--- src/rtl/cbt_pkg.sv ---
// Package for the delimited-text byte tokenizer.
// Holds the character codes, event kinds, register indexes and shared structs.
// No dependencies. Read first by every other file.
package cbt_pkg;

   // character codes with fixed meaning
   localparam logic [7:0] CH_QUOTE = 8'h22;
   localparam logic [7:0] CH_LF    = 8'h0A;
   localparam logic [7:0] CH_CR    = 8'h0D;

   // configuration register map
   localparam int unsigned CSR_ADDR_W = 4;
   localparam logic [CSR_ADDR_W-1:0] CSR_DELIMITER  = 4'd0;
   localparam logic [CSR_ADDR_W-1:0] CSR_HAS_HEADER = 4'd1;
   localparam logic [7:0] DELIMITER_RESET = 8'd44;

   // token event kinds
   typedef enum logic [1:0] {
      KIND_CHAR      = 2'd0,
      KIND_FIELD     = 2'd1,
      KIND_FIELD_ROW = 2'd2,
      KIND_ROW       = 2'd3
   } kind_type;

   // tokenizer state flags
   typedef struct packed {
      logic in_quotes;
      logic quote_pending;
      logic cr_pending;
      logic field_has_chars;
      logic row_has_fields;
      logic in_first_row;
   } tok_state_type;

   localparam tok_state_type TOK_STATE_RESET = '{
      in_quotes:       1'b0,
      quote_pending:   1'b0,
      cr_pending:      1'b0,
      field_has_chars: 1'b0,
      row_has_fields:  1'b0,
      in_first_row:    1'b1
   };

   // one token event
   typedef struct packed {
      logic     valid;
      kind_type kind;
      logic [7:0] out_char;
      logic     header_row;
   } tok_event_type;

endpackage

--- src/rtl/cbt_if.sv ---
// Handshake interfaces for the tokenizer: byte request, token response,
// and register write channel. Depends on cbt_pkg.
interface cbt_req_if;
   logic       valid;
   logic       ready;
   logic       mode;
   logic [7:0] char_value;

   modport source (output valid, mode, char_value, input ready);
   modport sink   (input valid, mode, char_value, output ready);
endinterface

interface cbt_rsp_if;
   logic       valid;
   logic       ready;
   logic [1:0] kind;
   logic [7:0] out_char;
   logic       header_row;

   modport source (output valid, kind, out_char, header_row, input ready);
   modport sink   (input valid, kind, out_char, header_row, output ready);
endinterface

interface cbt_csr_if;
   logic                          valid;
   logic                          ready;
   logic [cbt_pkg::CSR_ADDR_W-1:0] index;
   logic [7:0]                    data;

   modport source (output valid, index, data, input ready);
   modport sink   (input valid, index, data, output ready);
endinterface

--- src/rtl/cbt_step.sv ---
// Next-state and event logic for one text byte or end-of-data marker.
// Purely combinational. Depends on cbt_pkg.
module cbt_step (
   input  cbt_pkg::tok_state_type state,
   input  logic                   mode,
   input  logic [7:0]             char_value,
   input  logic [7:0]             delimiter,
   input  logic                   has_header,
   output cbt_pkg::tok_state_type state_next,
   output cbt_pkg::tok_event_type event_out
);
   import cbt_pkg::*;

   logic plain;
   logic iq;

   always_comb begin
      state_next           = state;
      event_out.valid      = 1'b0;
      event_out.kind       = KIND_CHAR;
      event_out.out_char   = 8'd0;
      // header flag uses the row state before this byte
      event_out.header_row = has_header & state.in_first_row;
      plain                = 1'b1;
      iq                   = state.in_quotes;

      if (mode) begin
         // end of data: close the open field or row, then clear everything
         plain = 1'b0;
         if (state.field_has_chars) begin
            event_out.valid = 1'b1;
            event_out.kind  = KIND_FIELD_ROW;
         end else if (state.row_has_fields) begin
            event_out.valid = 1'b1;
            event_out.kind  = KIND_ROW;
         end
         state_next = TOK_STATE_RESET;
      end else if (state.quote_pending) begin
         // doubled quote is a literal, anything else closes quoting
         state_next.quote_pending = 1'b0;
         if (char_value == CH_QUOTE) begin
            plain                      = 1'b0;
            state_next.field_has_chars = 1'b1;
            event_out.valid            = 1'b1;
            event_out.out_char         = CH_QUOTE;
         end else begin
            iq                   = 1'b0;
            state_next.in_quotes = 1'b0;
         end
      end else if (state.cr_pending) begin
         // LF of CRLF is swallowed
         state_next.cr_pending = 1'b0;
         if (char_value == CH_LF) begin
            plain = 1'b0;
         end
      end

      // normal byte handling: quote, then delimiter, then line end
      if (plain) begin
         if (char_value == CH_QUOTE) begin
            if (iq) begin
               state_next.quote_pending = 1'b1;
            end else begin
               state_next.in_quotes = 1'b1;
            end
         end else if (!iq && char_value == delimiter) begin
            event_out.valid            = 1'b1;
            event_out.kind             = KIND_FIELD;
            state_next.field_has_chars = 1'b0;
            state_next.row_has_fields  = 1'b1;
         end else if (!iq && (char_value == CH_LF || char_value == CH_CR)) begin
            event_out.valid            = 1'b1;
            event_out.kind             = KIND_FIELD_ROW;
            state_next.field_has_chars = 1'b0;
            state_next.row_has_fields  = 1'b0;
            state_next.in_first_row    = 1'b0;
            state_next.cr_pending      = (char_value == CH_CR);
         end else begin
            event_out.valid            = 1'b1;
            event_out.out_char         = char_value;
            state_next.field_has_chars = 1'b1;
         end
      end
   end

endmodule

--- src/rtl/csv_byte_tokenizer_core.sv ---
// Top level of the delimited-text byte tokenizer.
// Depends on cbt_pkg, cbt_if.sv and cbt_step.
//
// Usage:
//   req_if  : one text byte (mode 0) or an end-of-data marker (mode 1) per
//             transfer. One transfer can be taken every clock cycle while the receiver keeps up.
//   rsp_if  : at most one token event per request: field character, field
//             end, field and row end, or row end only. Bytes that give no
//             event (quotes, LF after CR) produce no transfer.
//   csr_if  : register writes, index 0 = delimiter, 1 = has_header; other
//             indexes are ignored. Always ready; write only while idle.
// An event passes through the input register, then the result register,
// before it is presented on rsp_if. Throughput is one byte per cycle while
// the receiver does not stall, set by the combinational flag update
// between those two registers.
// Reset (synchronous, active high) empties both stages, clears the quote,
// CR and content flags, marks the first row, and sets delimiter to comma
// and has_header to 0. End of data clears the flags but keeps registers.
// When the receiver stalls, the result register holds its event and the
// input register fills; req_if.ready then drops until rsp_if.ready returns,
// while bytes that give no event still drain through.
module csv_byte_tokenizer_core (
   input logic       clock,
   input logic       reset,
   cbt_req_if.sink   req_if,
   cbt_rsp_if.source rsp_if,
   cbt_csr_if.sink   csr_if
);
   import cbt_pkg::*;

   // configuration registers
   logic [7:0] delimiter_ff;
   logic       has_header_ff;

   // input stage
   logic       in_valid_ff;
   logic       in_mode_ff;
   logic [7:0] in_char_ff;

   // tokenizer state
   tok_state_type state_ff;
   tok_state_type state_in;
   tok_event_type step_event;

   // result stage
   logic       out_valid_ff;
   kind_type   out_kind_ff;
   logic [7:0] out_char_ff;
   logic       out_header_ff;

   logic advance;
   logic out_free;

   assign csr_if.ready = 1'b1;

   // register writes
   always_ff @(posedge clock) begin
      if (reset) begin
         delimiter_ff  <= DELIMITER_RESET;
         has_header_ff <= 1'b0;
      end else if (csr_if.valid) begin
         case (csr_if.index)
            CSR_DELIMITER:  delimiter_ff  <= csr_if.data;
            CSR_HAS_HEADER: has_header_ff <= csr_if.data[0];
            default:        ;
         endcase
      end
   end

   cbt_step u_step (
      .state      (state_ff),
      .mode       (in_mode_ff),
      .char_value (in_char_ff),
      .delimiter  (delimiter_ff),
      .has_header (has_header_ff),
      .state_next (state_in),
      .event_out  (step_event)
   );

   // input stage moves on when its event (if any) has room
   assign out_free     = !out_valid_ff || rsp_if.ready;
   assign advance      = in_valid_ff && (!step_event.valid || out_free);
   assign req_if.ready = !in_valid_ff || advance;

   always_ff @(posedge clock) begin
      if (reset) begin
         in_valid_ff <= 1'b0;
      end else if (req_if.ready) begin
         in_valid_ff <= req_if.valid;
      end
   end

   always_ff @(posedge clock) begin
      if (req_if.valid && req_if.ready) begin
         in_mode_ff <= req_if.mode;
         in_char_ff <= req_if.char_value;
      end
   end

   // state update, once per processed item
   always_ff @(posedge clock) begin
      if (reset) begin
         state_ff <= TOK_STATE_RESET;
      end else if (advance) begin
         state_ff <= state_in;
      end
   end

   // result register
   always_ff @(posedge clock) begin
      if (reset) begin
         out_valid_ff <= 1'b0;
      end else if (advance && step_event.valid) begin
         out_valid_ff <= 1'b1;
      end else if (rsp_if.ready) begin
         out_valid_ff <= 1'b0;
      end
   end

   always_ff @(posedge clock) begin
      if (advance && step_event.valid) begin
         out_kind_ff   <= step_event.kind;
         out_char_ff   <= step_event.out_char;
         out_header_ff <= step_event.header_row;
      end
   end

   assign rsp_if.valid      = out_valid_ff;
   assign rsp_if.kind       = out_kind_ff;
   assign rsp_if.out_char   = out_char_ff;
   assign rsp_if.header_row = out_header_ff;

endmodule
--- src/flat_wrapper.sv ---
// flat-port wrapper written by rule: the top's interface ports become plain ports
module csv_byte_tokenizer_core_flat import cbt_pkg::*;
  (clock, reset, req_if_valid, req_if_mode, req_if_char_value, req_if_ready, rsp_if_valid, rsp_if_kind, rsp_if_out_char, rsp_if_header_row, rsp_if_ready, csr_if_valid, csr_if_index, csr_if_data, csr_if_ready);
  cbt_req_if req_if_i ();
  cbt_rsp_if rsp_if_i ();
  cbt_csr_if csr_if_i ();
  input logic clock;
  input logic reset;
  input wire logic [$bits(req_if_i.valid)-1:0] req_if_valid;
  input wire logic [$bits(req_if_i.mode)-1:0] req_if_mode;
  input wire logic [$bits(req_if_i.char_value)-1:0] req_if_char_value;
  output wire logic [$bits(req_if_i.ready)-1:0] req_if_ready;
  output wire logic [$bits(rsp_if_i.valid)-1:0] rsp_if_valid;
  output wire logic [$bits(rsp_if_i.kind)-1:0] rsp_if_kind;
  output wire logic [$bits(rsp_if_i.out_char)-1:0] rsp_if_out_char;
  output wire logic [$bits(rsp_if_i.header_row)-1:0] rsp_if_header_row;
  input wire logic [$bits(rsp_if_i.ready)-1:0] rsp_if_ready;
  input wire logic [$bits(csr_if_i.valid)-1:0] csr_if_valid;
  input wire logic [$bits(csr_if_i.index)-1:0] csr_if_index;
  input wire logic [$bits(csr_if_i.data)-1:0] csr_if_data;
  output wire logic [$bits(csr_if_i.ready)-1:0] csr_if_ready;
  assign req_if_i.valid = req_if_valid;
  assign req_if_i.mode = req_if_mode;
  assign req_if_i.char_value = req_if_char_value;
  assign req_if_ready = req_if_i.ready;
  assign rsp_if_valid = rsp_if_i.valid;
  assign rsp_if_kind = rsp_if_i.kind;
  assign rsp_if_out_char = rsp_if_i.out_char;
  assign rsp_if_header_row = rsp_if_i.header_row;
  assign rsp_if_i.ready = rsp_if_ready;
  assign csr_if_i.valid = csr_if_valid;
  assign csr_if_i.index = csr_if_index;
  assign csr_if_i.data = csr_if_data;
  assign csr_if_ready = csr_if_i.ready;
  csv_byte_tokenizer_core u_core (.clock(clock), .reset(reset), .req_if(req_if_i), .rsp_if(rsp_if_i), .csr_if(csr_if_i));
endmodule
--- config.mk ---
export PLATFORM = sky130hd
export DESIGN_NAME = csv_byte_tokenizer_core_flat
export DESIGN_NICKNAME = d
export VERILOG_FILES = /design/src/rtl/cbt_pkg.sv /design/src/rtl/cbt_if.sv /design/src/rtl/cbt_step.sv /design/src/rtl/csv_byte_tokenizer_core.sv /design/src/flat_wrapper.sv
export SDC_FILE = /design/constraint.sdc
export NUM_CORES = 1
export LEC_CHECK = 0
export BUFFER_PORTS_ARGS = -buffer_cell sky130_fd_sc_hd__buf_2
export CORE_MARGIN = 8
export CORE_UTILIZATION = 54
export CTS_BUF_LIST = sky130_fd_sc_hd__clkbuf_4
export CTS_CLUSTER_SIZE = 28
export DETAILED_ROUTE_END_ITERATION = 16
export PLACE_DENSITY = 0.86
export SLEW_MARGIN = 20
export SYNTH_ARGS = -nofsm -noshare
export SYNTH_HDL_FRONTEND = slang
export SYNTH_HIERARCHICAL = 1
export SYNTH_SLANG_ARGS = --single-unit
--- constraint.sdc ---
create_clock -name clock -period 5.45 [get_ports clock]
set_clock_uncertainty 0.1 [all_clocks]
set_input_delay 1.09 -clock clock [delete_from_list [all_inputs] [get_ports clock]]
set_output_delay 1.09 -clock clock [all_outputs]
set_load 0.02 [all_outputs]
==> impl_metrics.env, run 1 <==
export IMPL_seq_area_frac_synth=0.5161
export IMPL_final_cell_mix="38 x buf_2, 24 x nand2b_1, 20 x edfxtp_1"
export IMPL_cts_setup_buffers=0
export IMPL_worst_r2r_path_depth=7
export IMPL_relSlewSlack=0.3552
export IMPL_crit_family="simple AND/OR/NAND/NOR gates"
export IMPL_power_leakage_nw=0.7973
export IMPL_cts_tree="built"
export IMPL_die_h_um=74.10
export IMPL_crit_fanout=5
export IMPL_initial_utilization=0.5550
export IMPL_syn_nets=192
export IMPL_rsz0062_at_grt="no"
export IMPL_syn_area_per_cell_um2=10.98
export IMPL_wl_um=3476
export IMPL_switching_share=0.2127
export IMPL_hold_path_class="register to register"
export IMPL_power_frac_seq=0.574
export IMPL_ys_async_sr_fraction=0
export IMPL_p_per_area_mw_per_mm2=255.1
export IMPL_clk_path_buf_depth=2
export IMPL_dp_hpwl_um=2700
export IMPL_synth_cells=166
export IMPL_hold_slack_ps=380.3
export IMPL_worstSetupStartpoint="u_core/in_char_ff[4]$_DFFE_PP_"
export IMPL_core_mm2=0.003284
export IMPL_clkPwrFrac=0.336
export IMPL_finalHoldViolCount=0
export IMPL_dr_total_vias=1309
export IMPL_synth_area_mm2=0.001823
export IMPL_path_depth=7
export IMPL_comb_power_share=0.090
export IMPL_nets=232
export IMPL_synth_edff_count=20
export IMPL_die_w_um=74.10
export IMPL_crit_chain="or3_4 -> nor4b_4 -> a31oi_1 -> o21ai_0 -> o21ai_1 -> nand3_1 -> buf_2"
export IMPL_nFillCells=278
export IMPL_netlist_top_cells_area="edfxtp_1 33%, dfxtp_1 19%, mux2i_1 8.2%"
export IMPL_crit_type="register to primary output"
export IMPL_dieArea_mm2=0.005491
export IMPL_clock_fmax_mhz=281.8
export IMPL_start_kind="register"
export IMPL_setup_viol=0
export IMPL_intPower_w=0.0004273
export IMPL_grt_pass1_wl_um=5837
export IMPL_worst_ep_required_time_ps=4260
export IMPL_yosys_most_used_dff="edfxtp_1"
export IMPL_first_iter_violations=86
export IMPL_status="finished, final reports clean"
export IMPL_numCtsBuffers=5
export IMPL_end_kind="primary output"
export IMPL_cp_slowest_cell="edfxtp_1"
export IMPL_crit_buf_inv=1
export IMPL_grt_pass1_vias=1318
export IMPL_overflow=0
export IMPL_final_common_cell="buf_2"
export IMPL_hold_depth=2
export IMPL_drive_above_1_share=0.2560
export IMPL_io_buffers=38
export IMPL_period_share=0.6512
export IMPL_tightest_slew_ps=962.7
export IMPL_synth_cell_types=41
export IMPL_finalWorstPathRequiredPeriod_ps=3549
export IMPL_drt_first_pass_iters=5
export IMPL_wire_per_inst_um=13.74
export IMPL_ir_drop_mv=0.1587
export IMPL_cpPeakStageDelay_ps=450
export IMPL_critPathArrivalTime_ps=2360
export IMPL_rows=21
export IMPL_yosysWarnings=6
export IMPL_hold_path_startpoint="u_core/state_ff[3]$_SDFFE_PP0P_"
export IMPL_clk_pin_slew_worst_paths_ps=100
export IMPL_ant_nets=0
export IMPL_slew_violations=0
export IMPL_holdBufCountCts=0
export IMPL_synth_top_area_cell="edfxtp_1"
export IMPL_switching_power_w=0.0001154
export IMPL_place_gp_congestion=0.9320
export IMPL_grt_total_usage=0.1398
export IMPL_num_antenna_cells=0
export IMPL_fin_setup_tns_ps=0
export IMPL_maxCapViolations=0
export IMPL_cts_root_buf="clkbuf_4"
export IMPL_num_io_pins=40
export IMPL_grt_max_degree=32
export IMPL_drc=0
export IMPL_viasPerCell=5.174
export IMPL_r2r_start="u_core/in_char_ff[4]$_DFFE_PP_"
export IMPL_yosys_register_bits=37
export IMPL_fin_ws_ps=1901
export IMPL_clk_latency_ps=330
export IMPL_antenna_found_initial=0
export IMPL_cts_resized=0
export IMPL_synth_top_area_frac=0.3294
export IMPL_area_growth_pct=16.68
export IMPL_place_ws_ps=2310
export IMPL_ctsHtreeMaxLevel=2
export IMPL_cts_sinks=37
per-stage QoR:
| stage | cell area, um^2 | utilization | power [W] | instances |
|---|---|---|---|---|
| finish | 2127 | 0.6476 | 0.0005427 | 253 |
| detailed placement | 2048 | 0.6236 | 0.0003667 | 245 |
| floorplan | 1823 | - | 0.0003486 | 166 |
| global route | 2127 | 0.6476 | 0.0005676 | 253 |
| CTS | 2127 | 0.6476 | 0.0005488 | 253 |
| global placement | 2048 | 0.6236 | 0.0003655 | 245 |
kinds of logic after synthesis:
logic type | count (synthesis) | synth area share
AOI/OAI and AO/OA | 23 | 0.09060
muxes | 15 | 0.08236
buffers and inverters | 8 | 0.01853
DFF | 37 | 0.5161
and+or+nand+nor | 74 | 0.2519
other | 1 | 0.002057
xor gates and xnor gates | 8 | 0.03844
final timing paths:
kind / to / slack (ps)
max reg2reg: u_core/rsp_if.header_row$_DFFE_PP_ / 2340
min reg2reg: u_core/state_ff[3]$_SDFFE_PP0P_ / 380
min: u_core/state_ff[3]$_SDFFE_PP0P_ / 380
max: req_if_ready / 1900
registers in the layout, indices dropped and copies added, names as in the netlist, 2 cells and up:
name / flops
u_core/in_char_ff: 8
u_core/rsp_if.kind: 2
u_core/delimiter_ff: 8
u_core/state_ff: 6
u_core/rsp_if.out_char: 8
power groups by stage:
stage	clock (W)	sequential, W	combinational (W)
2_1_floorplan	0	0.000319	0.0000294
3_3_place_gp	0	0.000317	0.0000485
3_5_place_dp	0	0.000318	0.0000491
4_1_cts	0.000188	0.000311	0.0000493
5_1_grt	0.000201	0.000313	0.0000535
6_report	0.000182	0.000311	0.0000490
final cells by class:
| class | count | area (um^2) | share of cell area |
|---|---|---|---|
| clock inverter | 2 | 33.78 | 0.01588 |
| clock buffer | 6 | 45.04 | 0.02118 |
| sequential | 37 | 940.9 | 0.4424 |
| tap | 46 | 57.56 | 0.02706 |
| multi-input combinational | 121 | 848.3 | 0.3988 |
| timing repair buffer | 38 | 190.2 | 0.08941 |
| inverter | 3 | 11.26 | 0.005294 |
tightest hold or removal path, delay by kind of cell, from the launching register on:
family	cells	cell delay, ps
simple gates	1	60
mux	1	60
flops	1	320
synth_stat cells (all sizes together) (3+ instances only):
master  number
dfxtp       17
and2         8
edfxtp      20
a21oi        5
o21ai        6
mux2i       15
nor2        18
nand2        5
xnor2        8
nor3         3
inv          3
clkbuf       4
nand2b      25
routing by layer:
metal	up-vias	wire length, um	track usage	part of all wire
met5	-	0	0	0
met4	0	36	0.06874	0.010
met3	5	200	0.04717	0.058
met2	41	1762	0.2422	0.51
met1	593	1476	0.1480	0.42
li1	670	-	-	-
Power figures use the tool's default switching activity.
==> run 2: changes to the inputs <==
--- a/config.mk
+++ b/config.mk
@@ -7,11 +7,11 @@
 export LEC_CHECK = 0
 export BUFFER_PORTS_ARGS = -buffer_cell sky130_fd_sc_hd__buf_2
 export CORE_MARGIN = 8
-export CORE_UTILIZATION = 54
+export CORE_UTILIZATION = 50
 export CTS_BUF_LIST = sky130_fd_sc_hd__clkbuf_4
 export CTS_CLUSTER_SIZE = 28
 export DETAILED_ROUTE_END_ITERATION = 16
-export PLACE_DENSITY = 0.86
+export PLACE_DENSITY = 0.84
 export SLEW_MARGIN = 20
 export SYNTH_ARGS = -nofsm -noshare
 export SYNTH_HDL_FRONTEND = slang
==> constraint.sdc (replaced) <==
create_clock -name clock -period 3.15 [get_ports clock]
set_clock_uncertainty 0.1 [all_clocks]
set_input_delay 0.63 -clock clock [delete_from_list [all_inputs] [get_ports clock]]
set_output_delay 0.63 -clock clock [all_outputs]
set_load 0.02 [all_outputs]
==> run 2 against run 1 <==
Against the previous run: via count up 1.2%; first-iteration DRC count decreased by 34%; power rose by 74%; combinational power up 81%; wire length is 3.5% higher; sequential share of layout area is 0.87 points lower; final cell count up 2.4%; largest cell class unchanged; highest routed layer unchanged.
==> impl_metrics.env, run 2 (synthesis results as in run 1) <==
export IMPL_nFillCells=312
export IMPL_grt_max_degree=32
export IMPL_relSlewSlack=0.5248
export IMPL_ctsHtreeMaxLevel=2
export IMPL_ir_drop_mv=0.2868
export IMPL_nets=236
export IMPL_setup_viol=0
export IMPL_first_iter_violations=57
export IMPL_crit_fanout=5
export IMPL_final_common_cell="buf_2"
export IMPL_grt_pass1_vias=1255
export IMPL_initial_utilization=0.5094
export IMPL_drive_above_1_share=0.2749
export IMPL_grt_pass1_wl_um=5920
export IMPL_clk_latency_ps=340
export IMPL_finalWorstPathRequiredPeriod_ps=2997
export IMPL_power_leakage_nw=0.8172
export IMPL_finalHoldViolCount=0
export IMPL_drc=0
export IMPL_io_buffers=38
export IMPL_finalPower_w=0.0009431
export IMPL_num_antenna_cells=0
export IMPL_clock_fmax_mhz=333.7
export IMPL_overflow=0
export IMPL_numCtsBuffers=5
export IMPL_worst_ep_required_time_ps=2420
export IMPL_critPathArrivalTime_ps=2270
export IMPL_slew_violations=0
export IMPL_grt_total_usage=0.1237
export IMPL_wl_um=3596
export IMPL_area_growth_pct=19.01
export IMPL_die_w_um=76.38
export IMPL_hold_path_class="input port to register"
export IMPL_period_share=0.9513
export IMPL_crit_type="register to primary output"
export IMPL_p_per_area_mw_per_mm2=434.7
export IMPL_start_kind="register"
export IMPL_antenna_found_initial=0
export IMPL_tightest_slew_ps=707.4
export IMPL_rows=22
export IMPL_viasPerCell=5.116
export IMPL_die_h_um=76.38
export IMPL_cts_tree="built"
export IMPL_clk_path_buf_depth=2
export IMPL_maxCapViolations=0
export IMPL_final_cell_mix="38 x buf_2, 24 x nand2b_1, 20 x edfxtp_1"
export IMPL_cts_root_buf="clkbuf_4"
export IMPL_status="finished, final reports clean"
export IMPL_rsz0062_at_grt="no"
export IMPL_wire_per_inst_um=13.88
export IMPL_cts_sinks=37
export IMPL_dieArea_mm2=0.005834
export IMPL_dr_total_vias=1325
export IMPL_drt_first_pass_iters=4
export IMPL_num_io_pins=40
export IMPL_dp_hpwl_um=2740
export IMPL_clk_pin_slew_worst_paths_ps=110
export IMPL_end_kind="primary output"
export IMPL_place_gp_congestion=0.9050
export IMPL_ant_nets=0
export IMPL_core_mm2=0.003578
export IMPL_fin_setup_tns_ps=0
run 2: changes by cell type in the layout (fill, tap and decap cells not counted):
cell | before | now
buf_4 | 0 | 4
clkbuf_4 | 6 | 5
clkinvlp_4 | 0 | 1
nor3b_2 | 1 | 0
nor3b_4 | 0 | 1
o21ai_0 | 3 | 2
o21ai_2 | 1 | 2
run 2: power by group:
group          internal, W  switching (W)
clock network     0.000164       0.000151
registers         0.000525      0.0000144
logic            0.0000438      0.0000447
run 2: worst max-delay path, stage by stage (launching register included):
cell      delay [ps]
edfxtp_1         440
or3_4            430
nor4b_4          390
a31oi_1          100
o21ai_1          160
o21ai_2          110
nand3_1          120
buf_2            170
run 2: through the flow:
stage	cell area, um^2	hold WS (ps)	util	instances	setup slack [ps]
final	2170	357.0	0.6063	259	153.4
after global routing	2170	329.4	0.6063	259	18.50
after CTS	2145	342.3	0.5993	257	84.38
after detailed placement	2066	370.1	0.5773	249	440.5
after global placement	2066	361.7	0.5773	249	514.5
after floorplan	1823	347.8	-	166	416.1
run 2: layer usage:
metal | wire [um] | vias up | track usage
met1 | 1529 | 605 | 0.1416
met4 | 91 | 0 | 0.04423
met5 | 0 | - | 0
met3 | 202 | 10 | 0.04717
li1 | - | 669 | -
met2 | 1773 | 41 | 0.2048
run 2: what timing repair did:
item | CTS | global route
gates resized for setup | 0 | 3
setup endpoints to repair | 0 | 1
buffers inserted | 0 | 2
hold buffers | 0 | 0
run 2: area by class of cell:
class / instances / area, um^2 / share of cell area
multi-input cells: 121 / 858.3 / 0.3956
repair buffers: 42 / 220.2 / 0.1015
inverters: 3 / 11.26 / 0.005190
clock buffers: 5 / 37.54 / 0.01730
well taps: 48 / 60.06 / 0.02768
clock inverters: 3 / 41.29 / 0.01903
flip-flops and latches: 37 / 940.9 / 0.4337
run 2: path summary, 6_finish.rpt:
path	start	endpoint	slack (ps)	cells after the start
worst max-delay path	u_core/in_char_ff[4]$_DFFE_PP_	req_if_ready	150	7
worst min-delay path	req_if_char_value[7]	u_core/in_char_ff[7]$_DFFE_PP_	360	1
worst max register to register	u_core/in_char_ff[4]$_DFFE_PP_	u_core/rsp_if.out_char[6]$_DFFE_PP_	470	7
worst min register to register	u_core/has_header_ff$_SDFFE_PP0P_	u_core/has_header_ff$_SDFFE_PP0P_	380	2
==> run 3: changes to the inputs <==
--- a/config.mk
+++ b/config.mk
@@ -7,11 +7,11 @@
 export LEC_CHECK = 0
 export BUFFER_PORTS_ARGS = -buffer_cell sky130_fd_sc_hd__buf_2
 export CORE_MARGIN = 8
-export CORE_UTILIZATION = 50
-export CTS_BUF_LIST = sky130_fd_sc_hd__clkbuf_4
+export CORE_UTILIZATION = 48
+export CTS_BUF_LIST = sky130_fd_sc_hd__clkbuf_16
 export CTS_CLUSTER_SIZE = 28
 export DETAILED_ROUTE_END_ITERATION = 16
-export PLACE_DENSITY = 0.84
+export PLACE_DENSITY = 0.82
 export SLEW_MARGIN = 20
 export SYNTH_ARGS = -nofsm -noshare
 export SYNTH_HDL_FRONTEND = slang
==> run 3 against run 2 <==
Against the previous run: sequential share of layout area decreased by 0.69 points; die area increased by 3.3%; non-clock buffer count decreased by 2; first-iteration DRC count increased by 33%; combinational power decreased by 1%; largest power group unchanged.
==> impl_metrics.env, run 3 (synthesis results as in run 1) <==
export IMPL_cpPeakStageDelay_ps=430
export IMPL_multiInputGateArea_um2=848.3
export IMPL_num_antenna_cells=0
export IMPL_cts_setup_buffers=0
export IMPL_cts_root_buf="clkbuf_16"
export IMPL_place_gp_congestion=0.9150
export IMPL_nFillCells=308
export IMPL_r2r_start="u_core/in_char_ff[4]$_DFFE_PP_"
export IMPL_critPathArrivalTime_ps=2230
export IMPL_final_cell_mix="38 x buf_2, 24 x nand2b_1, 20 x edfxtp_1"
export IMPL_setup_viol=0
export IMPL_clk_latency_ps=280
export IMPL_rows=22
export IMPL_grt_total_usage=0.1214
export IMPL_final_seq_area_um2=940.9
export IMPL_holdBufCountCts=0
export IMPL_antenna_found_initial=0
export IMPL_end_kind="primary output"
export IMPL_dp_hpwl_um=2573
export IMPL_postLayoutCoreUtil=0.6022
export IMPL_die_w_um=77.63
export IMPL_start_kind="register"
export IMPL_first_iter_violations=76
export IMPL_fin_setup_tns_ps=0
export IMPL_overflow=0
export IMPL_hold_path_startpoint="u_core/state_ff[3]$_SDFFE_PP0P_"
export IMPL_holdPathEnd="u_core/state_ff[3]$_SDFFE_PP0P_"
export IMPL_viasPerCell=5.066
export IMPL_maxCapViolations=0
export IMPL_relSlewSlack=0.5347
export IMPL_ir_drop_mv=0.4247
export IMPL_crit_family="simple AND/OR/NAND/NOR gates"
export IMPL_worst_ep_required_time_ps=2420
export IMPL_worst_r2r_path_depth=7
export IMPL_dr_total_vias=1302
export IMPL_clk_pin_slew_worst_paths_ps=50
export IMPL_finalHoldViolCount=0
export IMPL_initial_utilization=0.4979
export IMPL_rsz0062_at_grt="no"
export IMPL_crit_fanout=5
export IMPL_core_mm2=0.003661
export IMPL_clock_fmax_mhz=337.4
export IMPL_hold_depth=2
export IMPL_wl_um=3349
export IMPL_area_growth_pct=20.93
export IMPL_die_h_um=77.63
export IMPL_reg2reg_slack_ps=430
export IMPL_drive_above_1_share=0.2632
export IMPL_dieArea_mm2=0.006026
export IMPL_cts_tree="built"
export IMPL_p_per_area_mw_per_mm2=492.9
export IMPL_grt_pass1_wl_um=5871
export IMPL_io_buffers=38
export IMPL_cts_sinks=37
export IMPL_final_common_cell="buf_2"
export IMPL_wire_per_inst_um=13.03
export IMPL_clk_path_buf_depth=2
export IMPL_drt_first_pass_iters=4
export IMPL_nets=234
export IMPL_numCtsBuffers=5
export IMPL_ctsHtreeMaxLevel=2
export IMPL_tightest_slew_ps=692.7
export IMPL_crit_type="register to primary output"
export IMPL_crit_chain="or3_4 -> nor4b_4 -> a31oi_1 -> o21ai_0 -> o21ai_1 -> nand3_1 -> buf_2"
export IMPL_num_io_pins=40
export IMPL_fin_ws_ps=186.3
export IMPL_hold_path_class="register to register"
export IMPL_finalWorstPathRequiredPeriod_ps=2964
export IMPL_drc=0
export IMPL_period_share=0.9409
export IMPL_crit_buf_inv=1
export IMPL_slew_violations=0
export IMPL_status="finished, final reports clean"
export IMPL_place_ws_ps=439.3
export IMPL_cts_resized=0
export IMPL_grt_pass1_vias=1312
export IMPL_cp_slowest_cell="edfxtp_1"
export IMPL_worstReg2RegEnd="u_core/rsp_if.out_char[5]$_DFFE_PP_"
export IMPL_ant_nets=0
export IMPL_grt_max_degree=32
export IMPL_power_leakage_nw=0.8387
## run 3: worst max path at each step
| stage | startpoint | end | slack (ps) | depth (start not counted) |
|---|---|---|---|---|
| after global routing | u_core/in_char_ff[4]$_DFFE_PP_ | req_if_ready | 2 | 7 |
| after CTS | u_core/in_char_ff[4]$_DFFE_PP_ | req_if_ready | 180 | 7 |
| after detailed placement | u_core/in_char_ff[4]$_DFFE_PP_ | u_core/rsp_if.out_char[7]$_DFFE_PP_ | 440 | 7 |
| final | u_core/in_char_ff[4]$_DFFE_PP_ | req_if_ready | 190 | 7 |
| after floorplan | u_core/in_char_ff[4]$_DFFE_PP_ | u_core/rsp_if.header_row$_DFFE_PP_ | 420 | 7 |
| after global placement | u_core/in_char_ff[4]$_DFFE_PP_ | u_core/rsp_if.out_char[4]$_DFFE_PP_ | 510 | 7 |
## run 3: area by class of cell
cell class | instances | share of cell area
clock buffers | 5 | 0.05675
clock inverters | 3 | 0.006243
inverters | 3 | 0.005108
multi-input cells | 121 | 0.3848
flip-flops and latches | 37 | 0.4268
well taps | 48 | 0.02724
repair buffers | 40 | 0.09308
## run 3: per-layer routing
layer | wire, um | share of wire | GRT usage | up-vias
li1 | - | - | - | 667
met1 | 1574 | 0.47 | 0.1475 | 578
met2 | 1415 | 0.42 | 0.1738 | 50
met3 | 300 | 0.090 | 0.06336 | 7
met4 | 59 | 0.018 | 0.05472 | 0
met5 | 0 | 0 | 0 | -
## run 3: tightest hold or removal path: stages (launching register included)
cell and delay (ps):
dfxtp_1 310, nand2b_1 60, mux2i_1 60
## run 3: metrics by stage
step           instance area [um^2]  hold slack (ps)  power [W]  cells
3_3_place_gp                   2066            361.6  0.0006352    249
5_1_grt                        2205            402.4   0.001129    257
2_1_floorplan                  1823            347.8  0.0006031    166
4_1_cts                        2205            378.1   0.001098    257
3_5_place_dp                   2066            363.7  0.0006369    249
6_report                       2205            373.7   0.001087    257
## run 3: power breakdown
group	internal [W]	switching, W	total (W)
Combinational	0.0000421	0.0000452	0.0000874
Sequential	0.000526	0.0000132	0.000539
Clock	0.000286	0.000174	0.000460
